File: src/rtl/core/mbcr_pkg.sv
`timescale 1ns / 1ps
// ----------------------------------------------------------------------------
// mbcr_pkg
// Shared widths, register codes and saturation helpers for the mesh
// bounding-box center/rescale block.
// ----------------------------------------------------------------------------
package mbcr_pkg;

  localparam int MAX_VERTICES = 64;
  localparam int COORD_BITS   = 32;
  localparam int NUM_AXES     = 3;
  localparam int TGT_W        = COORD_BITS - 1;          // target size width
  localparam int MAG_W        = COORD_BITS + 1;          // centered magnitude
  localparam int DIVD_W       = MAG_W + TGT_W;           // product / dividend
  localparam int DCNT_W       = $clog2(DIVD_W);
  localparam int IDX_W        = (MAX_VERTICES > 1) ? $clog2(MAX_VERTICES) : 1;
  localparam int CNT_W        = $clog2(MAX_VERTICES + 1);
  localparam int VTX_W        = NUM_AXES * COORD_BITS;

  localparam int CFG_IDX_W    = 2;
  localparam logic [CFG_IDX_W-1:0] CFG_CENTER  = 2'd0;
  localparam logic [CFG_IDX_W-1:0] CFG_RESCALE = 2'd1;
  localparam logic [CFG_IDX_W-1:0] CFG_TARGET  = 2'd2;

  localparam logic [TGT_W-1:0]      TARGET_RST = TGT_W'(65536);
  localparam logic [COORD_BITS-1:0] COORD_MAX  = {1'b0, {(COORD_BITS-1){1'b1}}};
  localparam logic [COORD_BITS-1:0] COORD_MIN  = {1'b1, {(COORD_BITS-1){1'b0}}};

  // clamp a one-bit-wider signed value into the coordinate range
  function automatic logic [COORD_BITS-1:0] sat_wide(logic [MAG_W-1:0] v);
    return (v[MAG_W-1] == v[MAG_W-2]) ? v[COORD_BITS-1:0]
         : (v[MAG_W-1] ? COORD_MIN : COORD_MAX);
  endfunction

  // sign-magnitude quotient back to a clamped signed coordinate
  function automatic logic [COORD_BITS-1:0] sat_scaled(logic neg, logic [DIVD_W-1:0] q);
    if (!neg) begin
      return (|q[DIVD_W-1:COORD_BITS-1]) ? COORD_MAX : q[COORD_BITS-1:0];
    end
    return ((|q[DIVD_W-1:COORD_BITS]) || (q[COORD_BITS-1] && (|q[COORD_BITS-2:0])))
         ? COORD_MIN : (COORD_BITS'(0) - q[COORD_BITS-1:0]);
  endfunction

  // unsigned clamp for extents
  function automatic logic [COORD_BITS-1:0] sat_dim(logic [DIVD_W-1:0] q);
    return (|q[DIVD_W-1:COORD_BITS]) ? {COORD_BITS{1'b1}} : q[COORD_BITS-1:0];
  endfunction

endpackage

File: src/rtl/core/mbcr_div.sv
`timescale 1ns / 1ps
// ----------------------------------------------------------------------------
// mbcr_div
// Restoring radix-2 unsigned divider, one quotient bit per cycle.
// ----------------------------------------------------------------------------
module mbcr_div (
  input  logic                           clk_i,
  input  logic                           rst_ni,
  input  logic                           start_i,
  input  logic [mbcr_pkg::DIVD_W-1:0]     dividend_i,
  input  logic [mbcr_pkg::COORD_BITS-1:0] divisor_i,
  output logic [mbcr_pkg::DIVD_W-1:0]     quotient_o,
  output logic                           done_o
);
  import mbcr_pkg::*;

  logic                  busy_q, done_q;
  logic [DCNT_W-1:0]     cnt_q;
  logic [COORD_BITS-1:0] rem_q, dvsr_q;
  logic [DIVD_W-1:0]     quo_q;
  logic [COORD_BITS:0]   shl, diff;
  logic                  ge;

  assign shl  = {rem_q, quo_q[DIVD_W-1]};
  assign ge   = shl >= {1'b0, dvsr_q};
  assign diff = shl - {1'b0, dvsr_q};

  always_ff @(posedge clk_i or negedge rst_ni) begin
    if (!rst_ni) begin
      busy_q <= 1'b0;
      done_q <= 1'b0;
      cnt_q  <= '0;
    end else begin
      done_q <= 1'b0;
      if (start_i) begin
        busy_q <= 1'b1;
        cnt_q  <= DCNT_W'(DIVD_W - 1);
      end else if (busy_q) begin
        cnt_q <= cnt_q - 1'b1;
        if (cnt_q == '0) begin
          busy_q <= 1'b0;
          done_q <= 1'b1;
        end
      end
    end
  end

  always_ff @(posedge clk_i) begin
    if (start_i) begin
      quo_q  <= dividend_i;
      rem_q  <= '0;
      dvsr_q <= divisor_i;
    end else if (busy_q) begin
      quo_q <= {quo_q[DIVD_W-2:0], ge};
      rem_q <= ge ? diff[COORD_BITS-1:0] : shl[COORD_BITS-1:0];
    end
  end

  assign quotient_o = quo_q;
  assign done_o     = done_q;

endmodule

File: config.mk
export PLATFORM = sky130hd
export DESIGN_NAME = mbcr_div
export DESIGN_NICKNAME = d
export VERILOG_FILES = /design/src/rtl/core/mbcr_pkg.sv /design/src/rtl/core/mbcr_div.sv
export SDC_FILE = /design/constraint.sdc
export NUM_CORES = 1
export LEC_CHECK = 0
export BUFFER_PORTS_ARGS = -buffer_cell sky130_fd_sc_hd__buf_2
export CAP_MARGIN = 5
export CORE_MARGIN = 2
export CORE_UTILIZATION = 57
export CTS_CLUSTER_DIAMETER = 100
export DETAILED_ROUTE_END_ITERATION = 10
export MAX_ROUTING_LAYER = met4
export PLACE_DENSITY = 0.83
export SLEW_MARGIN = 40
export SYNTH_ARGS = -nofsm -noshare
export SYNTH_HDL_FRONTEND = slang
export SYNTH_SLANG_ARGS = --single-unit
File: constraint.sdc
create_clock -name clk_i -period 6.1 [get_ports clk_i]
set_input_delay 0.61 -clock clk_i [delete_from_list [all_inputs] [get_ports clk_i]]
set_output_delay 0.61 -clock clk_i [all_outputs]
set_load 0.01 [all_outputs]
==> results of run 1 <==
## cell usage after synthesis, types with 3 or more instances
library cell / n / area, um^2
buf_6: 4 / 45.04
nor3_1: 9 / 45.04
nor2_1: 46 / 172.7
nand2_1: 62 / 232.7
mux2_2: 64 / 720.7
dfrtp_1: 8 / 200.2
o21bai_1: 6 / 45.04
inv_1: 44 / 165.2
edfxtp_1: 96 / 2883
a211oi_1: 9 / 67.56
a21o_1: 11 / 82.58
o211ai_1: 6 / 45.04
a21boi_0: 3 / 22.52
or3_1: 10 / 62.56
a31oi_1: 3 / 18.77
and2_1: 3 / 18.77
dfxtp_1: 32 / 640.6
xnor2_1: 9 / 78.83
clkbuf_1: 20 / 75.07
ha_1: 34 / 425.4
o21ai_1: 3 / 15.01
nand2b_1: 8 / 50.05
nand4_1: 7 / 43.79
buf_2: 5 / 25.02
a311oi_1: 19 / 166.4
xor2_1: 10 / 87.58
a21oi_1: 28 / 140.1
nor4_1: 6 / 37.54
a211o_1: 3 / 26.28
o21ai_0: 22 / 110.1
nand3_1: 20 / 100.1
o21a_1: 9 / 67.56
nor2b_1: 5 / 31.28
## logic make-up after synthesis
group                    count (synthesis)
AO/OA/AOI/OAI                          151
XOR/XNOR                                19
adder cells (fa/ha/maj)                 35
buffers and inverters                   74
flip-flops                             136
multiplexers                            66
AND/OR/NAND/NOR                        188
## final timing paths
check	start	endpoint	slack, ns
max in group asynchronous	rst_ni	busy_q$_DFF_PN0_	5.90
worst min register to register	rem_q[12]$_SDFFE_PP0P_	rem_q[12]$_SDFFE_PP0P_	0.49
worst max-delay path	dvsr_q[16]$_DFFE_PP_	rem_q[17]$_SDFFE_PP0P_	2.96
worst min-delay path	rst_ni	cnt_q[0]$_DFFE_PN0P_	0.02
min in group clk_i	divisor_i[20]	dvsr_q[20]$_DFFE_PP_	0.36
worst max register to register	dvsr_q[16]$_DFFE_PP_	rem_q[17]$_SDFFE_PP0P_	2.96
## power by group through the flow
stage	clock, mW	combinational (mW)	sequential, mW
6_report	1.10	1.28	1.27
5_1_grt	1.16	1.40	1.29
4_1_cts	1.12	1.26	1.27
3_5_place_dp	0	1.25	1.28
3_3_place_gp	0	1.20	1.28
2_1_floorplan	0	0.956	1.28
## flip-flops by register name, summed over array words and instances (netlist names)
register,cells
quotient_o,64
done_o,1
dvsr_q,32
busy_q,1
cnt_q,6
rem_q,32
## final cells by class
type | count | share of cell area, %
flip-flops and latches | 136 | 41.48
inverters | 44 | 1.840
repair buffers | 167 | 9.451
clock inverters | 13 | 2.147
multi-input cells | 459 | 37.75
clock buffers | 19 | 4.934
well taps | 172 | 2.398
## metal layers
layer	up-vias	global-route usage (%)	part of all wire (%)
met5	-	-	0
met4	0	12.42	3.2
met3	56	7.963	7.7
met2	304	47.54	51
met1	2901	31.44	39
li1	2809	-	-
## stage by stage
stage	cell area [um^2]	power (mW)	std cells	setup slack (ns)	hold WS, ns
global route	8976	3.849	1010	2.707	0.02267
finish	8976	3.657	1010	2.958	0.02150
detailed placement	8341	2.528	978	3.023	0.4614
CTS	8976	3.650	1010	2.979	0.01499
floorplan	7430	2.235	669	3.416	0.3144
global placement	8341	2.479	978	3.112	0.4553
## worst max-delay path: cells and delay by family (launching register included)
family / cells / cell delay [ns]
AOI/OAI and AO/OA: 6 / 1.50
buffers and inverters: 1 / 0.04
and+or+nand+nor: 2 / 0.79
DFF: 1 / 0.32
adders and majority gates: 1 / 0.37
==> results.md, run 1 <==
- Syn nets: 803
- Total core area: between 10000 and 15000 um^2
- Synth Area in Adders: about 6.0%
- Clock-pin transition on the worst setup and hold timing paths: about 0.060 ns
- Tmin final: 3.142 ns
- Crit-path cells: inv_1 -> ha_1 -> a21oi_1 -> o21ai_0 -> o21bai_1 -> a221oi_4 -> a21boi_4 -> nor2_4 -> nand2_1 -> a311oi_1
- Die area: around 14000 um^2
- Hold_buf cts: 0
- Most common cell after layout, fill and taps aside: buf_2
- Worst slew pin tran: about 0.8 ns
- Yosys warns: 0
- Simple-Gate Fraction of Synth Area: between 10% and 20%
- Ys flop type: edfxtp_1
- CTS tree: built
- Min-Delay Path Class: primary input to asynchronous set/reset pin
- Initial antenna violation count: 0
- Cell area after synthesis: 7430 um^2
- Startpoint types: flip-flop
- Yosys reg bits: between 100 and 150
- Fin crit share: 51.51%
- Int Pwr: between 2 and 2.5 mW
- Largest net degree at the start of global routing: 63
- Worst EP required: between 6 and 7 ns
- Crit path max fanout: 31
- Via count: just over 6000
- Synth Instances: 669
- Setup TNS: 0 ns
- Pwr Density: 407.4 nW/um^2
- Post-Synth XOR/XNOR Area: 2.240%
- Part of the power in combinational logic: about a third
- RSZ-0062 raised after global routing: false
- Mux share of post-synthesis cell area: 9.970%
- Routed Antenna Nets: 0
- Initial Util: 58.64%
- Setup Viol. Count Final: 0
- DRC Markers: 0
- DR vias/cell: between 6 and 7
- Sw frac: a little over a third
- MaxCap Viol Count: 0
- Antenna cells: 0
- Initial DRT Pass Iterations: 5
- VDD IR max: between 0.2 and 0.25 mV
- Crit path kind: flip-flop to flip-flop
- Crit. End Element: flip-flop
- Slowest stage delay, CP: between 0.6 and 0.7 ns
- Worst slew margin: between 40% and 50%
- Final HPWL DP: 13260 um
- CTS Buf Count: 17
- Seq/Total Area, Yosys: between 50 and 60%
- Buffer levels on the longest clock path: 2
- Routability cong.: roughly 1.0
- Boundary pin count: 164
- Critical Path AT: ~3.5 ns
- Post-layout net count: approximately 960
- Area of the multi-input gates: around 3400 um^2
- Worst r2r path cells: 10
- Fmax: between 300 and 400 MHz
- Cell variety after synth: between 70 and 80
- First-pass GRT wire length: around 30000 um
- Switch Pwr: approximately 1.3 mW
- Worst-Skew Late Latency: between 0.4 and 0.5 ns
- Port-buffer cells: 163
- Hold Violations, Final: 0
- Status: complete, no violations
- CTS Sinks: between 100 and 150
- Clk root buf: clkbuf_16
- H-tree depth: 4
- Commonest non-fill, non-tap cells in the layout: 162 x buf_2, 96 x edfxtp_1, 64 x mux2_2
- Reg area: 3724 um^2
- PostCTS Resize Cnt: 0
- Number of global-route vias before repair: roughly 6000
- Die W: between 100 and 150 um
- Slowest stage cell, crit path: nor2_4
- Clk_skew: between 0.009 and 0.01 ns
- Main combinational cell family by area after synthesis: compound AO/OA/AOI/OAI gates
- P_leak: 3.849 nW
- Share of layout cells above drive strength 1: about a third
- Pins Over Slew Limit: 0
- Total GRT Usage: roughly 28%
- EDFF count, synth: 96
- # Post-CTS Setup Buffers: 0
- Sequential Power Share: about a third
- Avg WL per Cell: about 19 um
- Compound-Gate Fraction of Synth Area: between 15 and 20%
- DRT iter0 DRCs: 536
- Die Span Y: around 120 um
- Finished Core Util: 70.84%
- Layout filler cell count: 867
- Area Growth Syn to Fin: 20.82%
- Share of flip-flops with an asynchronous set or reset: 5.882%
- Syn avg cell area: around 11 um^2
- Total gr overflow: 0
- Core Rows: between 40 and 50
- WL final: 18930 um
- Clock power share: a little under a third
Power figures use the tool's default switching activity.
==> inputs of run 2 (changes only) <==
--- a/config.mk
+++ b/config.mk
@@ -8,11 +8,11 @@
 export BUFFER_PORTS_ARGS = -buffer_cell sky130_fd_sc_hd__buf_2
 export CAP_MARGIN = 5
 export CORE_MARGIN = 2
-export CORE_UTILIZATION = 57
+export CORE_UTILIZATION = 50
 export CTS_CLUSTER_DIAMETER = 100
 export DETAILED_ROUTE_END_ITERATION = 10
 export MAX_ROUTING_LAYER = met4
-export PLACE_DENSITY = 0.83
+export PLACE_DENSITY = 0.77
 export SLEW_MARGIN = 40
 export SYNTH_ARGS = -nofsm -noshare
 export SYNTH_HDL_FRONTEND = slang
==> constraint.sdc (replaced) <==
create_clock -name clk_i -period 2.5 [get_ports clk_i]
set_input_delay 0.25 -clock clk_i [delete_from_list [all_inputs] [get_ports clk_i]]
set_output_delay 0.25 -clock clk_i [all_outputs]
set_load 0.01 [all_outputs]
==> run 2 against run 1 <==
The run now ends with negative setup slack left; critical path depth up 1; combinational power rose to 4.6 times the previous value; utilization up 6.1 points; total power rose to 3.1 times the previous value; final area up 25%; fmax up 15%; non-clock buffer count up 174; count of clock-buffer cells in the layout up 1; first-iteration DRC count down 24%; highest routed layer unchanged.
==> results.md, run 2 (synthesis gave the netlist of run 1 again) <==
- Status: complete, but fails checks
- Failing checks: negative setup slack
- Largest net degree at the start of global routing: 51
- Hold depth: 1
- Hold Path Origin: divisor_i[15]
- Setup Viol. Count Final: 32
- Die area: 15850 um^2
- DRC Markers: 0
- CTS tree: built
- Final Cell Area: 11180 um^2
- Total GRT Usage: 27.63%
- Worst r2r src: quotient_o[63]$_DFFE_PP_
- Initial antenna violation count: 0
- CP endpoint: rem_q[28]$_SDFFE_PP0P_
- Total core area: between 10000 and 15000 um^2
- Boundary pin count: around 160
- Worst EP required: between 2 and 3 ns
- Total gr overflow: 0
- Post-route insts no fill: about 1200
- Number of global-route vias before repair: approximately 7000
- RSZ-0062 raised after global routing: true
- Critical Path AT: between 3 and 4 ns
- Worst-Skew Late Latency: between 0.4 and 0.5 ns
- Crit path max fanout: 5
- Worst slew margin: 56.00%
- Clk_skew: between 0.01 and 0.015 ns
- Reg2Reg Setup Slack: -0.23 ns
- Most common cell after layout, fill and taps aside: buf_2
- Post-layout net count: 1134
- WL final: about 22000 um
- Routability cong.: approximately 0.95
- R2R Path End: rem_q[28]$_SDFFE_PP0P_
- Placement-stage cell area: approximately 9400 um^2
- Buffer levels on the longest clock path: 2
- Hold Violations, Final: 0
- Min-Delay Path Class: primary input to flip-flop
- P_leak: about 4.8 nW
- Share of layout cells above drive strength 1: between 50% and 60%
- Fmax: approximately 370 MHz
- Pins Over Slew Limit: 0
- Die Span Y: around 130 um
- Antenna cells: 0
- Core Rows: 44
- Clock-pin transition on the worst setup and hold timing paths: ~0.060 ns
- VDD IR max: 0.6596 mV
- Area Growth Syn to Fin: 50.52%
- Crit. Startpoint: quotient_o[63]$_DFFE_PP_
- Pwr Density: slightly above 1000 nW/um^2
- Commonest non-fill, non-tap cells in the layout: 162 x buf_2, 127 x buf_4, 96 x edfxtp_1
- CTS Buf Count: 17
- First-pass GRT wire length: 33620 um
- Tmin final: about 2.7 ns
- Initial DRT Pass Iterations: 5
- Fin crit share: 109.3%
- Initial Util: around half
- Setup WS post-layout: -0.2324 ns
- Via count: around 6700
- Crit path kind: flip-flop to flip-flop
- Die W: 125.9 um
- Crit. End Element: flip-flop
- DP Cell Count: around 1100
- Avg WL per Cell: 18.16 um
- Port-buffer cells: roughly 160
- MaxCap Viol Count: 0
- Startpoint types: flip-flop
- Total power: between 10 and 15 mW
- Routed Antenna Nets: 0
- Worst r2r path cells: 11
- Clk root buf: clkbuf_16
- DR vias/cell: roughly 5.6
- DRT iter0 DRCs: 410
- Final HPWL DP: between 10000 and 15000 um
- H-tree depth: 4
- Worst slew pin tran: roughly 0.66 ns
- CTS Sinks: ~140
- Max reg flops: 64
[run 2: cell type report]
type                    count  area (um^2)
multi-input cells         460         4130
flip-flops and latches    136         3724
fillers                   938         3351
repair buffers            341         2397
clock buffers              20        436.7
well taps                 184        230.2
inverters                  44        165.2
clock inverters            11        100.1
[run 2: power by group]
group / switching [mW] / internal (mW)
logic: 2.80 / 3.06
clock network: 0.972 / 1.36
registers: 0.282 / 2.82
[run 2: critical path: stages, from the launching register on]
cell,delay [ns]
edfxtp_1,0.40
inv_2,0.09
ha_4,0.14
fa_2,0.23
nor2b_2,0.06
o31a_1,0.29
o21ai_2,0.22
a2111oi_4,0.11
or3_4,0.43
a2111oi_4,0.32
nor4_2,0.09
o31ai_1,0.26
[run 2: worst min-delay path by stage]
stage	slack, ns	end
after CTS	0.004	dvsr_q[15]$_DFFE_PP_
after detailed placement	0.11	done_o$_DFF_PN0_
after global placement	0.11	done_o$_DFF_PN0_
after floorplan	-0.05	busy_q$_DFF_PN0_
after global routing	0.005	dvsr_q[15]$_DFFE_PP_
final	0.02	dvsr_q[15]$_DFFE_PP_
[run 2: per-layer routing]
metal	vias to the layer above	global-route usage, %	wire, um
li1	3170	-	-
met1	3192	31.51	8725
met2	251	45.48	10750
met3	66	7.264	1381
met4	0	13.06	863
met5	-	-	0
[run 2: through the flow]
stage	util, %	setup TNS (ns)	worst slack (ns)	hold slack, ns
floorplan	-	-0.006283	-0.006283	-0.04559
global placement	64.51	-3.707	-0.2003	0.1110
detailed placement	64.51	-4.016	-0.2182	0.1088
CTS	72.98	-1.312	-0.1343	0.003616
global route	76.95	-7.005	-0.3404	0.004843
finish	76.95	-3.779	-0.2324	0.01915
[run 2: what timing repair did]
action | 4_1_cts | 5_1_grt
pin swaps | 47 | 55
endpoints found under the setup margin | 32 | 33
cloned | 1 | 1
hold buffers | 31 | 0
resized for setup | 56 | 91
buffers inserted | 7 | 17
hold endpoints to repair | 38 | 0
==> inputs of run 3 (changes only) <==
--- a/config.mk
+++ b/config.mk
@@ -5,7 +5,7 @@
 export SDC_FILE = /design/constraint.sdc
 export NUM_CORES = 1
 export LEC_CHECK = 0
-export BUFFER_PORTS_ARGS = -buffer_cell sky130_fd_sc_hd__buf_2
+export BUFFER_PORTS_ARGS = -buffer_cell sky130_fd_sc_hd__buf_4
 export CAP_MARGIN = 5
 export CORE_MARGIN = 2
 export CORE_UTILIZATION = 50
@@ -13,6 +13,7 @@
 export DETAILED_ROUTE_END_ITERATION = 10
 export MAX_ROUTING_LAYER = met4
 export PLACE_DENSITY = 0.77
+export SKIP_LAST_GASP = 1
 export SLEW_MARGIN = 40
 export SYNTH_ARGS = -nofsm -noshare
 export SYNTH_HDL_FRONTEND = slang
==> run 3 against run 2 <==
The flow still finishes with violations (negative setup slack); clock power is 22% higher; worst setup slack gained 0.020 ns; first-iteration DRC count rose by 13%; total power rose by 5.4%; sequential power hardly changed; sequential cell count is the same; largest power group unchanged.
==> results.md, run 3 (synthesis gave the netlist of run 1 again) <==
- Status: complete, but fails checks
- Failing checks: negative setup slack
- DRT iter0 DRCs: roughly 460
- Routability cong.: between 0.9 and 1
- Slowest stage cell, crit path: edfxtp_1
- Initial DRT Pass Iterations: 5
- Avg WL per Cell: between 20 and 25 um
- Crit path kind: flip-flop to flip-flop
- Boundary pin count: 164
- H-tree depth: 4
- Crit-path cells: inv_2 -> ha_4 -> buf_6 -> nand3_4 -> nor4_4 -> nand3_2 -> o211ai_1 -> a211o_1 -> nor2_4 -> buf_6 -> or3_1 -> a311oi_2
- CTS tree: built
- Largest net degree at the start of global routing: 54
- CP most frequent cell: buf_6
- Total power: approximately 12 mW
- Number of global-route vias before repair: around 7200
- Crit path max fanout: 6
- First-pass GRT wire length: about 38000 um
- Hold slack final: around 0.023 ns
- Buffer levels on the longest clock path: 2
- MaxCap Viol Count: 0
- Worst-Skew Late Latency: roughly 0.43 ns
- Min-Delay Path Class: primary input to flip-flop
- Clk_skew: between 0.01 and 0.015 ns
- Die Span Y: 125.9 um
- Slowest stage delay, CP: around 0.36 ns
- Pwr Density: 1018 nW/um^2
- CTS Buf Count: 17
- Clock-pin transition on the worst setup and hold timing paths: approximately 0.060 ns
- Max reg flops: 64
- Critical Path AT: 3.05 ns
- Pins Over Slew Limit: 0
- Total core area: roughly 15000 um^2
- Routed Antenna Nets: 0
- Placement-stage cell area: just under 10000 um^2
- Worst slew pin tran: between 0.7 and 0.8 ns
- Worst EP required: between 2 and 3 ns
- Startpoint types: flip-flop
- Antenna cells: 0
- Die area: between 15000 and 20000 um^2
- Die W: around 130 um
- RSZ-0062 raised after global routing: true
- Layout filler cell count: about 850
- P_leak: between 5 and 6 nW
- Crit. End Element: flip-flop
- Setup WS post-layout: -0.2127 ns
- Clk root buf: clkbuf_16
- Total gr overflow: 0
- Worst slew margin: approximately 52%
- Core Rows: 44
- Finished Core Util: around 80%
- Hold Violations, Final: 0
- DRC Markers: 0
- Share of layout cells above drive strength 1: between 50 and 60%
- Final HPWL DP: between 15000 and 20000 um
- Setup TNS: -4.162 ns
- Via count: ~6900
- Setup Viol. Count Final: 31
- Commonest non-fill, non-tap cells in the layout: 304 x buf_4, 96 x edfxtp_1, 63 x mux2_2
- Total GRT Usage: 31.41%
- Post-layout net count: roughly 1100
- WL final: between 20000 and 25000 um
- CTS Sinks: 136
- Final Cell Area: 11690 um^2
- Tmin final: around 2.7 ns
- Area Growth Syn to Fin: 57.36%
- DR vias/cell: 5.676
- Fmax: roughly 370 MHz
- Initial Util: between 50% and 60%
- Area of the multi-input gates: ~4000 um^2
- Reg area: between 3000 and 4000 um^2
- VDD IR max: 0.7803 mV
- Most common cell after layout, fill and taps aside: buf_4
- Initial antenna violation count: 0
- Port-buffer cells: around 160
- Fin crit share: 108.5%
-- run 3: timing repair --
item	in CTS	in global routing
endpoints found under the setup margin	32	33
setup buffers	20	9
hold endpoints to repair	39	0
pin swaps	45	40
resized for setup	75	60
gates cloned	3	1
hold buffers	32	0
-- run 3: worst max-delay path, delay by kind of cell (launching register included) --
| kind | cells | cell delay [ns] |
|---|---|---|
| flops | 1 | 0.36 |
| buf+inv | 3 | 0.30 |
| simple gates | 5 | 0.90 |
| compound gates | 3 | 0.76 |
| fa+ha+maj | 1 | 0.29 |
-- run 3: per-stage QoR --
step | setup WS [ns] | std cells
2_1_floorplan | -0.006283 | 669
3_3_place_gp | -0.2175 | 1114
3_5_place_dp | -0.2739 | 1114
4_1_cts | -0.2402 | 1201
5_1_grt | -0.3060 | 1210
6_report | -0.2127 | 1210
-- run 3: path summary, 6_finish.rpt --
kind	startpoint	to	slack [ns]	depth (start not counted)
min in group asynchronous	rst_ni	busy_q$_DFF_PN0_	0.18	2
max	dvsr_q[2]$_DFFE_PP_	rem_q[19]$_SDFFE_PP0P_	-0.21	12
min	divisor_i[3]	dvsr_q[3]$_DFFE_PP_	0.02	1
max reg2reg	dvsr_q[2]$_DFFE_PP_	rem_q[19]$_SDFFE_PP0P_	-0.21	12
max in group asynchronous	rst_ni	cnt_q[1]$_DFFE_PN0P_	2.17	2
min reg2reg	rem_q[30]$_SDFFE_PP0P_	rem_q[30]$_SDFFE_PP0P_	0.56	2
-- run 3: cell type report --
cell class                 count  area share [%]
clock inverter                13           1.841
clock buffer                  19           3.789
timing repair buffer         355           24.86
sequential                   136           31.85
inverter                      44           1.413
tap                          184           1.969
multi-input combinational    459           34.28
-- run 3: routing by layer --
metal | wire [um] | global-route usage [%] | vias to the layer above
li1 | - | - | 3188
met3 | 1429 | 7.604 | 69
met2 | 12360 | 52.94 | 268
met4 | 992 | 12.41 | 0
met5 | 0 | - | -
met1 | 9549 | 36.25 | 3343
-- run 3: power breakdown --
part / switching, mW / internal, mW / total (mW)
Sequential: 0.294 / 2.82 / 3.12
Clock: 1.03 / 1.81 / 2.84
Combinational: 2.80 / 3.14 / 5.94
